## src/rtl/core/utf8_to_utf16_transcoder_defines.svh

```systemverilog
// ----------------------------------------------------------------------------
// UTF-8 to UTF-16 transcoder assertion macros
// Shared assertion helpers, clocked on clk and disabled while rst_n is low.
// ----------------------------------------------------------------------------
`ifndef UTF8_TO_UTF16_TRANSCODER_DEFINES_SVH
`define UTF8_TO_UTF16_TRANSCODER_DEFINES_SVH

`ifndef ASSERT_OFF
`define U8U16_ASSERT(lbl, prop, msg) \
  lbl: assert property (@(posedge clk) disable iff (!rst_n) prop) else $error(msg);
`define U8U16_NEVER(lbl, cond, msg) \
  lbl: assert property (@(posedge clk) disable iff (!rst_n) !(cond)) else $error(msg);
`else
`define U8U16_ASSERT(lbl, prop, msg)
`define U8U16_NEVER(lbl, cond, msg)
`endif

`endif

```

## src/rtl/core/u8u16_pkg.sv

```systemverilog
// ----------------------------------------------------------------------------
// UTF-8 to UTF-16 transcoder package
// Transaction types, the queue descriptor and the decoding constants.
// ----------------------------------------------------------------------------
package u8u16_pkg;

  typedef struct packed {
    logic [7:0] data_byte;
    logic       final_byte;
  } in_item_t;

  typedef struct packed {
    logic [15:0] code_unit;
    logic        run_end;
    logic        string_end;
  } out_item_t;

  // One decoded input byte: a run of replacement units followed by up to
  // two ordinary code units.
  typedef struct packed {
    logic [2:0]  rep_cnt;
    logic [1:0]  tail_cnt;
    logic [15:0] tail_hi;
    logic [15:0] tail_lo;
    logic        final_byte;
  } desc_t;

  localparam int unsigned QUEUE_DEPTH = 4;

  localparam logic [15:0] REPLACEMENT    = 16'hFFFD;
  localparam logic [15:0] HIGH_SURR_BASE = 16'hD800;
  localparam logic [15:0] LOW_SURR_BASE  = 16'hDC00;
  localparam logic [20:0] SUPP_BASE      = 21'h10000;

  localparam logic [7:0] LEAD2_MIN  = 8'hC2;
  localparam logic [7:0] LEAD2_MAX  = 8'hDF;
  localparam logic [7:0] LEAD3_MIN  = 8'hE0;
  localparam logic [7:0] LEAD3_MAX  = 8'hEF;
  localparam logic [7:0] LEAD4_MIN  = 8'hF0;
  localparam logic [7:0] LEAD4_MAX  = 8'hF4;
  localparam logic [7:0] LEAD_E0    = 8'hE0;
  localparam logic [7:0] LEAD_ED    = 8'hED;
  localparam logic [7:0] LEAD_F0    = 8'hF0;
  localparam logic [7:0] LEAD_F4    = 8'hF4;
  localparam logic [7:0] CONT_A0    = 8'hA0;
  localparam logic [7:0] CONT_90    = 8'h90;

  localparam logic [2:0] LEN_NONE = 3'd0;
  localparam logic [2:0] LEN_2    = 3'd2;
  localparam logic [2:0] LEN_3    = 3'd3;
  localparam logic [2:0] LEN_4    = 3'd4;

endpackage

```

## src/rtl/core/u8u16_front.sv

```systemverilog
// ----------------------------------------------------------------------------
// UTF-8 to UTF-16 transcoder front end
// Accepts bytes, tracks the pending sequence and writes one descriptor per
// byte that yields code units.
// ----------------------------------------------------------------------------
`include "utf8_to_utf16_transcoder_defines.svh"

module u8u16_front (
  input  logic                 clk,
  input  logic                 rst_n,
  input  logic                 push,
  output logic                 full,
  input  u8u16_pkg::in_item_t  in_item,
  input  logic                 q_full,
  output logic                 q_push,
  output u8u16_pkg::desc_t     q_desc
);
  import u8u16_pkg::*;

  function automatic logic [2:0] seq_len(input logic [7:0] lead);
    logic [2:0] len;
    len = LEN_NONE;
    if (lead >= LEAD2_MIN && lead <= LEAD2_MAX) len = LEN_2;
    if (lead >= LEAD3_MIN && lead <= LEAD3_MAX) len = LEN_3;
    if (lead >= LEAD4_MIN && lead <= LEAD4_MAX) len = LEN_4;
    return len;
  endfunction

  logic        in_seq_r, in_seq_nxt;
  logic [7:0]  lead_r, lead_nxt;
  logic [1:0]  conts_r, conts_nxt;
  logic [20:0] point_r, point_nxt;

  logic        accept;
  logic [7:0]  b;
  logic        fin;
  logic [2:0]  cur_len;
  logic [2:0]  byte_len;
  logic        cont_ok;
  logic [2:0]  conts_inc;
  logic [20:0] point_acc;
  logic [20:0] surr_v;
  logic        start_needed;
  desc_t       desc;

  assign full   = q_full;
  assign accept = push && !q_full;
  assign b      = in_item.data_byte;
  assign fin    = in_item.final_byte;

  always_comb begin
    in_seq_nxt   = in_seq_r;
    lead_nxt     = lead_r;
    conts_nxt    = conts_r;
    point_nxt    = point_r;
    desc         = '0;
    desc.final_byte = fin;
    start_needed = 1'b0;
    cur_len      = seq_len(lead_r);
    byte_len     = seq_len(b);
    conts_inc    = {1'b0, conts_r} + 3'd1;
    point_acc    = {point_r[14:0], b[5:0]};
    surr_v       = point_acc - SUPP_BASE;

    cont_ok = (b[7:6] == 2'b10);
    if (conts_r == 2'd0) begin
      if (lead_r == LEAD_E0 && b < CONT_A0) cont_ok = 1'b0;
      if (lead_r == LEAD_ED && b >= CONT_A0) cont_ok = 1'b0;
      if (lead_r == LEAD_F0 && b < CONT_90) cont_ok = 1'b0;
      if (lead_r == LEAD_F4 && b >= CONT_90) cont_ok = 1'b0;
    end

    if (in_seq_r) begin
      if (cont_ok) begin
        if (conts_inc == cur_len - 3'd1) begin
          if (cur_len == LEN_4) begin
            desc.tail_cnt = 2'd2;
            desc.tail_hi  = HIGH_SURR_BASE + {6'd0, surr_v[19:10]};
            desc.tail_lo  = LOW_SURR_BASE + {6'd0, surr_v[9:0]};
          end else begin
            desc.tail_cnt = 2'd1;
            desc.tail_hi  = point_acc[15:0];
          end
          in_seq_nxt = 1'b0;
          lead_nxt   = '0;
          conts_nxt  = '0;
          point_nxt  = '0;
        end else if (fin) begin
          desc.rep_cnt = conts_inc + 3'd1;
        end else begin
          conts_nxt = conts_inc[1:0];
          point_nxt = point_acc;
        end
      end else begin
        desc.rep_cnt = {1'b0, conts_r} + 3'd1;
        in_seq_nxt   = 1'b0;
        lead_nxt     = '0;
        conts_nxt    = '0;
        point_nxt    = '0;
        start_needed = 1'b1;
      end
    end else begin
      start_needed = 1'b1;
    end

    if (start_needed) begin
      if (!b[7]) begin
        desc.tail_cnt = 2'd1;
        desc.tail_hi  = {8'h00, b};
      end else if (byte_len == LEN_NONE || fin) begin
        desc.rep_cnt = desc.rep_cnt + 3'd1;
      end else begin
        in_seq_nxt = 1'b1;
        lead_nxt   = b;
        conts_nxt  = '0;
        case (byte_len)
          LEN_2:   point_nxt = {16'd0, b[4:0]};
          LEN_3:   point_nxt = {17'd0, b[3:0]};
          default: point_nxt = {18'd0, b[2:0]};
        endcase
      end
    end

    if (fin) begin
      in_seq_nxt = 1'b0;
      lead_nxt   = '0;
      conts_nxt  = '0;
      point_nxt  = '0;
    end
  end

  assign q_desc = desc;
  assign q_push = accept && (desc.rep_cnt != 3'd0 || desc.tail_cnt != 2'd0);

  always_ff @(posedge clk) begin
    if (!rst_n) begin
      in_seq_r <= 1'b0;
      lead_r   <= '0;
      conts_r  <= '0;
      point_r  <= '0;
    end else if (accept) begin
      in_seq_r <= in_seq_nxt;
      lead_r   <= lead_nxt;
      conts_r  <= conts_nxt;
      point_r  <= point_nxt;
    end
  end

  `U8U16_ASSERT(a_final_clears, accept && fin |=> !in_seq_r && conts_r == 2'd0, "sequence state survives the final byte")
  `U8U16_NEVER(a_desc_bound, q_push && ({1'b0, q_desc.rep_cnt} + {2'b0, q_desc.tail_cnt} > 4'd4), "descriptor holds more than four units")

endmodule

```

## src/rtl/core/u8u16_queue.sv

```systemverilog
// ----------------------------------------------------------------------------
// UTF-8 to UTF-16 transcoder descriptor queue
// Short first-in first-out buffer between the front end and the back end.
// ----------------------------------------------------------------------------
`include "utf8_to_utf16_transcoder_defines.svh"

module u8u16_queue #(
  parameter int unsigned DEPTH = u8u16_pkg::QUEUE_DEPTH
) (
  input  logic              clk,
  input  logic              rst_n,
  input  logic              wr_en,
  input  u8u16_pkg::desc_t  wr_desc,
  output logic              q_full,
  input  logic              rd_en,
  output u8u16_pkg::desc_t  rd_desc,
  output logic              q_empty
);
  import u8u16_pkg::*;

  localparam int unsigned PTR_W = (DEPTH > 1) ? $clog2(DEPTH) : 1;
  localparam int unsigned CNT_W = $clog2(DEPTH + 1);

  desc_t            mem_r [DEPTH];
  logic [PTR_W-1:0] wr_ptr_r, wr_ptr_nxt;
  logic [PTR_W-1:0] rd_ptr_r, rd_ptr_nxt;
  logic [CNT_W-1:0] count_r, count_nxt;
  logic             do_wr;
  logic             do_rd;

  assign q_full  = (count_r == CNT_W'(DEPTH));
  assign q_empty = (count_r == '0);
  assign do_wr   = wr_en && !q_full;
  assign do_rd   = rd_en && !q_empty;
  assign rd_desc = mem_r[rd_ptr_r];

  always_comb begin
    wr_ptr_nxt = wr_ptr_r;
    rd_ptr_nxt = rd_ptr_r;
    count_nxt  = count_r;
    if (do_wr) begin
      wr_ptr_nxt = (wr_ptr_r == PTR_W'(DEPTH - 1)) ? '0 : wr_ptr_r + PTR_W'(1);
    end
    if (do_rd) begin
      rd_ptr_nxt = (rd_ptr_r == PTR_W'(DEPTH - 1)) ? '0 : rd_ptr_r + PTR_W'(1);
    end
    if (do_wr && !do_rd) begin
      count_nxt = count_r + CNT_W'(1);
    end else if (do_rd && !do_wr) begin
      count_nxt = count_r - CNT_W'(1);
    end
  end

  always_ff @(posedge clk) begin
    if (!rst_n) begin
      wr_ptr_r <= '0;
      rd_ptr_r <= '0;
      count_r  <= '0;
    end else begin
      wr_ptr_r <= wr_ptr_nxt;
      rd_ptr_r <= rd_ptr_nxt;
      count_r  <= count_nxt;
    end
  end

  always_ff @(posedge clk) begin
    if (do_wr) begin
      mem_r[wr_ptr_r] <= wr_desc;
    end
  end

  `U8U16_NEVER(a_push_when_full, wr_en && q_full, "descriptor pushed into a full queue")

endmodule

```

## src/rtl/core/u8u16_back.sv

```systemverilog
// ----------------------------------------------------------------------------
// UTF-8 to UTF-16 transcoder back end
// Expands each descriptor into code units and loads them into the output
// register, one per cycle while that register is empty or being popped.
// ----------------------------------------------------------------------------
`include "utf8_to_utf16_transcoder_defines.svh"

module u8u16_back (
  input  logic                 clk,
  input  logic                 rst_n,
  input  u8u16_pkg::desc_t     head,
  input  logic                 q_empty,
  output logic                 q_pop,
  output logic                 empty,
  input  logic                 pop,
  output u8u16_pkg::out_item_t out_item
);
  import u8u16_pkg::*;

  logic       out_valid_r, out_valid_nxt;
  out_item_t  out_item_r;
  logic [1:0] idx_r, idx_nxt;
  logic [2:0] n_units;
  logic [2:0] idx_ext;
  logic [2:0] tail_idx;
  logic       last;
  logic       load;
  out_item_t  unit;

  assign n_units  = head.rep_cnt + {1'b0, head.tail_cnt};
  assign idx_ext  = {1'b0, idx_r};
  assign tail_idx = idx_ext - head.rep_cnt;
  assign last     = (idx_ext + 3'd1 == n_units);
  assign load     = !q_empty && (!out_valid_r || pop);
  assign q_pop    = load && last;

  always_comb begin
    if (idx_ext < head.rep_cnt) begin
      unit.code_unit = REPLACEMENT;
    end else if (tail_idx[0]) begin
      unit.code_unit = head.tail_lo;
    end else begin
      unit.code_unit = head.tail_hi;
    end
    unit.run_end    = last;
    unit.string_end = last && head.final_byte;
  end

  always_comb begin
    idx_nxt       = idx_r;
    out_valid_nxt = out_valid_r;
    if (pop && out_valid_r) begin
      out_valid_nxt = 1'b0;
    end
    if (load) begin
      out_valid_nxt = 1'b1;
      idx_nxt       = last ? 2'd0 : idx_r + 2'd1;
    end
  end

  always_ff @(posedge clk) begin
    if (!rst_n) begin
      out_valid_r <= 1'b0;
      idx_r       <= '0;
    end else begin
      out_valid_r <= out_valid_nxt;
      idx_r       <= idx_nxt;
    end
  end

  always_ff @(posedge clk) begin
    if (load) begin
      out_item_r <= unit;
    end
  end

  assign empty    = !out_valid_r;
  assign out_item = out_item_r;

  `U8U16_ASSERT(a_idx_in_range, !q_empty |-> idx_ext < n_units, "unit index runs past its descriptor")

endmodule

```

## src/rtl/core/utf8_to_utf16_transcoder.sv

```systemverilog
// ----------------------------------------------------------------------------
// UTF-8 to UTF-16 transcoder
// Strict UTF-8 decoder producing UTF-16 code units with U+FFFD substitution.
// ----------------------------------------------------------------------------
// Input channel: one byte per transaction on in_item, taken when push is
// high and full is low; final_byte marks the last byte of a string.
// Output channel: one UTF-16 code unit per transaction on out_item, shown
// while empty is low and taken when pop is high. run_end marks the last unit
// caused by a byte and string_end the last unit of the string.
// A byte that yields code units is written to the descriptor queue at the
// edge that accepts it. Bytes are taken one per cycle while full is low.
// The back end emits one code unit per cycle while the output register is
// empty or popped, so a byte that yields n units (up to four) holds the back
// end until all are out; the queue absorbs such runs until it fills, and
// then full rises. A stalled receiver holds the output register, the queue
// fills behind it and full stops the input. Reset clears the sequence state,
// the queue and the output valid flag; no result is pending afterwards.
// ----------------------------------------------------------------------------
module utf8_to_utf16_transcoder #(
  parameter int unsigned QUEUE_DEPTH = u8u16_pkg::QUEUE_DEPTH
) (
  input  logic                 clk,
  input  logic                 rst_n,
  input  logic                 push,
  output logic                 full,
  input  u8u16_pkg::in_item_t  in_item,
  output logic                 empty,
  input  logic                 pop,
  output u8u16_pkg::out_item_t out_item
);
  import u8u16_pkg::*;

  logic  q_full;
  logic  q_empty;
  logic  q_push;
  logic  q_pop;
  desc_t q_wr_desc;
  desc_t q_head;

  u8u16_front u_front (
    .clk     (clk),
    .rst_n   (rst_n),
    .push    (push),
    .full    (full),
    .in_item (in_item),
    .q_full  (q_full),
    .q_push  (q_push),
    .q_desc  (q_wr_desc)
  );

  u8u16_queue #(
    .DEPTH (QUEUE_DEPTH)
  ) u_queue (
    .clk     (clk),
    .rst_n   (rst_n),
    .wr_en   (q_push),
    .wr_desc (q_wr_desc),
    .q_full  (q_full),
    .rd_en   (q_pop),
    .rd_desc (q_head),
    .q_empty (q_empty)
  );

  u8u16_back u_back (
    .clk      (clk),
    .rst_n    (rst_n),
    .head     (q_head),
    .q_empty  (q_empty),
    .q_pop    (q_pop),
    .empty    (empty),
    .pop      (pop),
    .out_item (out_item)
  );

endmodule
```

## config.mk

```make
export PLATFORM = sky130hd
export DESIGN_NAME = utf8_to_utf16_transcoder
export DESIGN_NICKNAME = d
export VERILOG_FILES = /design/src/rtl/core/u8u16_pkg.sv /design/src/rtl/core/u8u16_front.sv /design/src/rtl/core/u8u16_queue.sv /design/src/rtl/core/u8u16_back.sv /design/src/rtl/core/utf8_to_utf16_transcoder.sv
export VERILOG_INCLUDE_DIRS = /design/src /design/src/rtl/core
export SDC_FILE = /design/constraint.sdc
export NUM_CORES = 1
export LEC_CHECK = 0
export BUFFER_PORTS_ARGS = -buffer_cell sky130_fd_sc_hd__buf_2
export CAP_MARGIN = 20
export CORE_ASPECT_RATIO = 0.5
export CORE_MARGIN = 3
export CORE_UTILIZATION = 25
export DETAILED_ROUTE_END_ITERATION = 10
export PLACE_DENSITY = 0.42
export SKIP_CTS_REPAIR_TIMING = 1
export SYNTH_ARGS = -nofsm -noshare
export SYNTH_HDL_FRONTEND = slang
export SYNTH_HIERARCHICAL = 1
export SYNTH_SLANG_ARGS = --single-unit
```

## constraint.sdc

```tcl
create_clock -name clk -period 6.19 [get_ports clk]
set_input_delay 1.238 -clock clk [delete_from_list [all_inputs] [get_ports clk]]
set_output_delay 1.238 -clock clk [all_outputs]
set_load 0.005 [all_outputs]
```

==> summary.md <==
| Metric | Value |
|---|---|
| Status | `finished, final reports clean` |
| Fraction of layout cells with a size suffix above 1 | `0.217` |
| Final Hold Viols | `0` |
| Tot GR Track Use | `0.111` |
| Top Family by Delay on Critical Path | `simple AND/OR/NAND/NOR gates` |
| Pre-CTS setup slack | `0.700 ns` |
| Row Count | `48` |
| Syn avg cell area | `15.3 um^2` |
| Most frequent CP cell | `ha_1` |
| CP bufs+invs | `1` |
| R2R Path End | `u_queue/count_r[2]` |
| Initial antenna violation count | `1` |
| Final Cycle Share | `0.848` |
| Final non-filler cell area | `10400 um^2` |
| Crit-path slowest cell | `xor2_1` |
| Pwr dens | `386 nW/um^2` |
| Buffers added on ports | `32` |
| Total CTS buffers | `22` |
| Final ANT Viol Nets | `0` |
| First-pass GRT wire length | `32600 um` |
| Reg-to-reg startpoint | `u_front/lead_r[4]` |
| Worst path max stage delay | `0.42 ns` |
| Routed vias | `4999` |
| Placed cell areas | `9630 um^2` |
| Flops & latches, synth | `207` |
| Rel. slew slack | `0.274` |
| Synth top area share | `0.570` |
| Post-Route Skew | `0.0122 ns` |
| Sum Neg Setup Slack | `0 ns` |
| Setup crit start kind | `register` |
| Core Area | `34900 um^2` |
| Worst Path Arrival | `5.67 ns` |
| P_leak | `3.43 nW` |
| Final setup fails | `0` |
| Largest net degree at the start of global routing | `39` |
| Total Wirelength | `21000 um` |
| Seq/Total Area, Yosys | `0.652` |
| Drt via density | `4.50` |
| Total Die Area | `38300 um^2` |
| Syn_nets | `615` |
| R2R setup slack | `0.94 ns` |
| Worst-path clk slew | `0.06 ns` |
| Drc violations | `0` |
| Critical path required time | `6.62 ns` |
| Crit Path Class | `reg -> reg` |
| Sequential Area | `5850 um^2` |
| Tmin final | `5.25 ns` |
| Synth Instances | `584` |
| Multi-input gate area | `2840 um^2` |
| Peak Freq | `0.191 GHz` |
| CP Launch Point | `u_front/lead_r[4]` |
| RSZ-0062 raised after global routing | `no` |
| # clock sinks | `207` |
| Slew Limit Fails | `0` |
| Width of the die | `274 um` |
| Top_reg_cell synth | `edfxtp_1` |
| CTS root buf | `clkbuf_16` |
| Hold_ws | `0.483 ns` |
| Share of flip-flops with an asynchronous set or reset | `0` |
| Number of global-route vias before repair | `5206` |
| Post-layout util | `0.297` |
| Final #Nets | `652` |
| CTS Buffer Depth | `3` |
| Initial core utilization | `0.257` |
| Initial DRC count | `319` |
| Post-Syn Area | `8960 um^2` |
| Final WS setup | `0.942 ns` |
| Worst Min Path Start | `u_front/lead_r[6]` |
| Largest cells by area after synthesis | `edfxtp_1 57%, mux4_2 9.6%, dfxtp_1 8.3%` |
| Yosys top cell by area | `edfxtp_1` |
| Layout area overhead | `15.5%` |
| Crit-path max FO | `9` |
| Least-Margin Pin Slew | `1.09 ns` |
| CTS tree | `built` |
| Hpwl dp | `13400 um` |
| Power Total | `3.99 mW` |
| DP Cell Count | `1072` |
| EDFF count, synth | `170` |
| Router iterations before antenna repair | `4` |
| Top Ports | `33` |
| Hold Path Sink | `u_front/lead_r[6]` |
| Netlist cell types | `68` |
| Final GP Congestion | `0.757` |
| Fill count | `3440` |
| Max Cap Viol | `0` |
| CP Capture Type | `register` |
| Count leader, synth | `edfxtp_1` |
| Yosys warns | `6` |
| Gr ovfl total | `0` |
| Routed WL per cell | `18.9 um` |
| Cell Chain, Critical Path | `nor4_1 -> nand2_1 -> nand4_1 -> ha_1 -> xor2_1 -> a211oi_1 -> a211oi_1 -> o21ai_0 -> or3_1 -> a21oi_1 -> ha_1 -> o211ai_1 -> a31oi_1 -> a21o_1 -> o311a_1 -> nor2b_1 -> ha_1 -> inv_1 -> fa_1 -> xor2_1 -> or3_1 -> a21boi_0` |
| Vert. Die Dim | `140 um` |
| Non-Filler Instances | `1112` |
| R2r worst-path depth | `22` |
| # diodes | `0` |
| Hold crit path type | `reg -> reg` |
| VDD IR max | `0.000161 V` |
| WHS Path Cells | `2` |
| Top post-synthesis cells by count | `170 x edfxtp_1, 48 x nand2_1, 38 x mux4_2` |
| # H-tree levels | `1` |
| Clk_lat worst skew | `0.51 ns` |
[area by class of cell]
type,instances,share of cell area
clock inverter,10,0.00810
tap,475,0.0574
inverter,25,0.00906
sequential,207,0.565
clock buffer,30,0.0619
multi-input combinational,322,0.274
timing repair buffer,43,0.0247
[metal layers]
metal | wire length, um | vias up | GRT usage | share of wire
met5 | 0 | - | 0 | 0
met4 | 349 | 0 | 0.0219 | 0.017
met3 | 915 | 26 | 0.0241 | 0.044
met2 | 9160 | 85 | 0.168 | 0.44
met1 | 10500 | 2570 | 0.163 | 0.50
li1 | - | 2318 | - | -
[registers in the layout (all words and copies together), names as in the netlist, named ones only]
signal	count
u_queue/rd_ptr_r	2
u_queue/count_r	3
u_front/point_r	14
u_queue/mem_r	152
u_back/out_item	18
u_queue/wr_ptr_r	2
u_front/lead_r	8
u_front/in_seq_r	1
u_back/out_valid_r	1
u_back/idx_r	2
u_front/conts_r	2
[layout by cell type (no fill, tap or decap), types with 5 or more instances in the layout]
cell type / n
o21ai_0: 15
nor3_1: 8
o21a_1: 5
edfxtp_1: 170
clkinv_1: 5
buf_2: 32
dfxtp_1: 35
nor2b_1: 6
ha_1: 16
mux2i_1: 19
nor2_1: 19
nand2_1: 48
nand2b_1: 6
xnor2_1: 5
nand3_1: 10
clkbuf_8: 6
buf_4: 10
mux4_2: 38
a22oi_1: 11
clkbuf_16: 22
and2_1: 18
inv_1: 24
a21oi_1: 11
a22o_1: 9
[worst register-to-register path: cells and delay by family, from the launching register on]
kind | cells | cell delay (ns)
and+or+nand+nor | 6 | 1.59
adders and majority gates | 4 | 0.98
buffers and inverters | 1 | 0.06
AOI/OAI and AO/OA | 9 | 1.57
DFF | 1 | 0.38
xor gates and xnor gates | 2 | 0.58
[power breakdown]
part | switching, mW | internal, mW | leakage, nW
Sequential | 0.0747 | 1.75 | 1.90
Combinational | 0.514 | 0.353 | 1.18
Clock | 0.541 | 0.766 | 0.356
Total | 1.13 | 2.86 | 3.43
[cells by family (layout without fill, tap and decap cells)]
group / Yosys count / after routing / share of synthesized area
AO/OA/AOI/OAI: 87 / 87 / 0.0711
multiplexers: 58 / 58 / 0.118
buffers and inverters: 55 / 108 / 0.0325
AND/OR/NAND/NOR: 148 / 148 / 0.0871
other: 1 / 1 / 0.000418
XOR/XNOR: 10 / 10 / 0.0113
adder cells (fa/ha/maj): 18 / 18 / 0.0268
flip-flops: 207 / 207 / 0.652
[how the worst max path moves through the flow]
stage,cells after the start,to,slack (ns)
detailed placement,19,u_queue/count_r[2],0.70
finish,22,u_queue/count_r[2],0.94
CTS,22,u_queue/count_r[2],0.95
global route,22,u_queue/count_r[2],0.28
global placement,19,u_queue/count_r[2],0.89
floorplan,15,u_queue/mem_r[0][0],1.14
No activity file was read; power rests on OpenSTA's default activity.
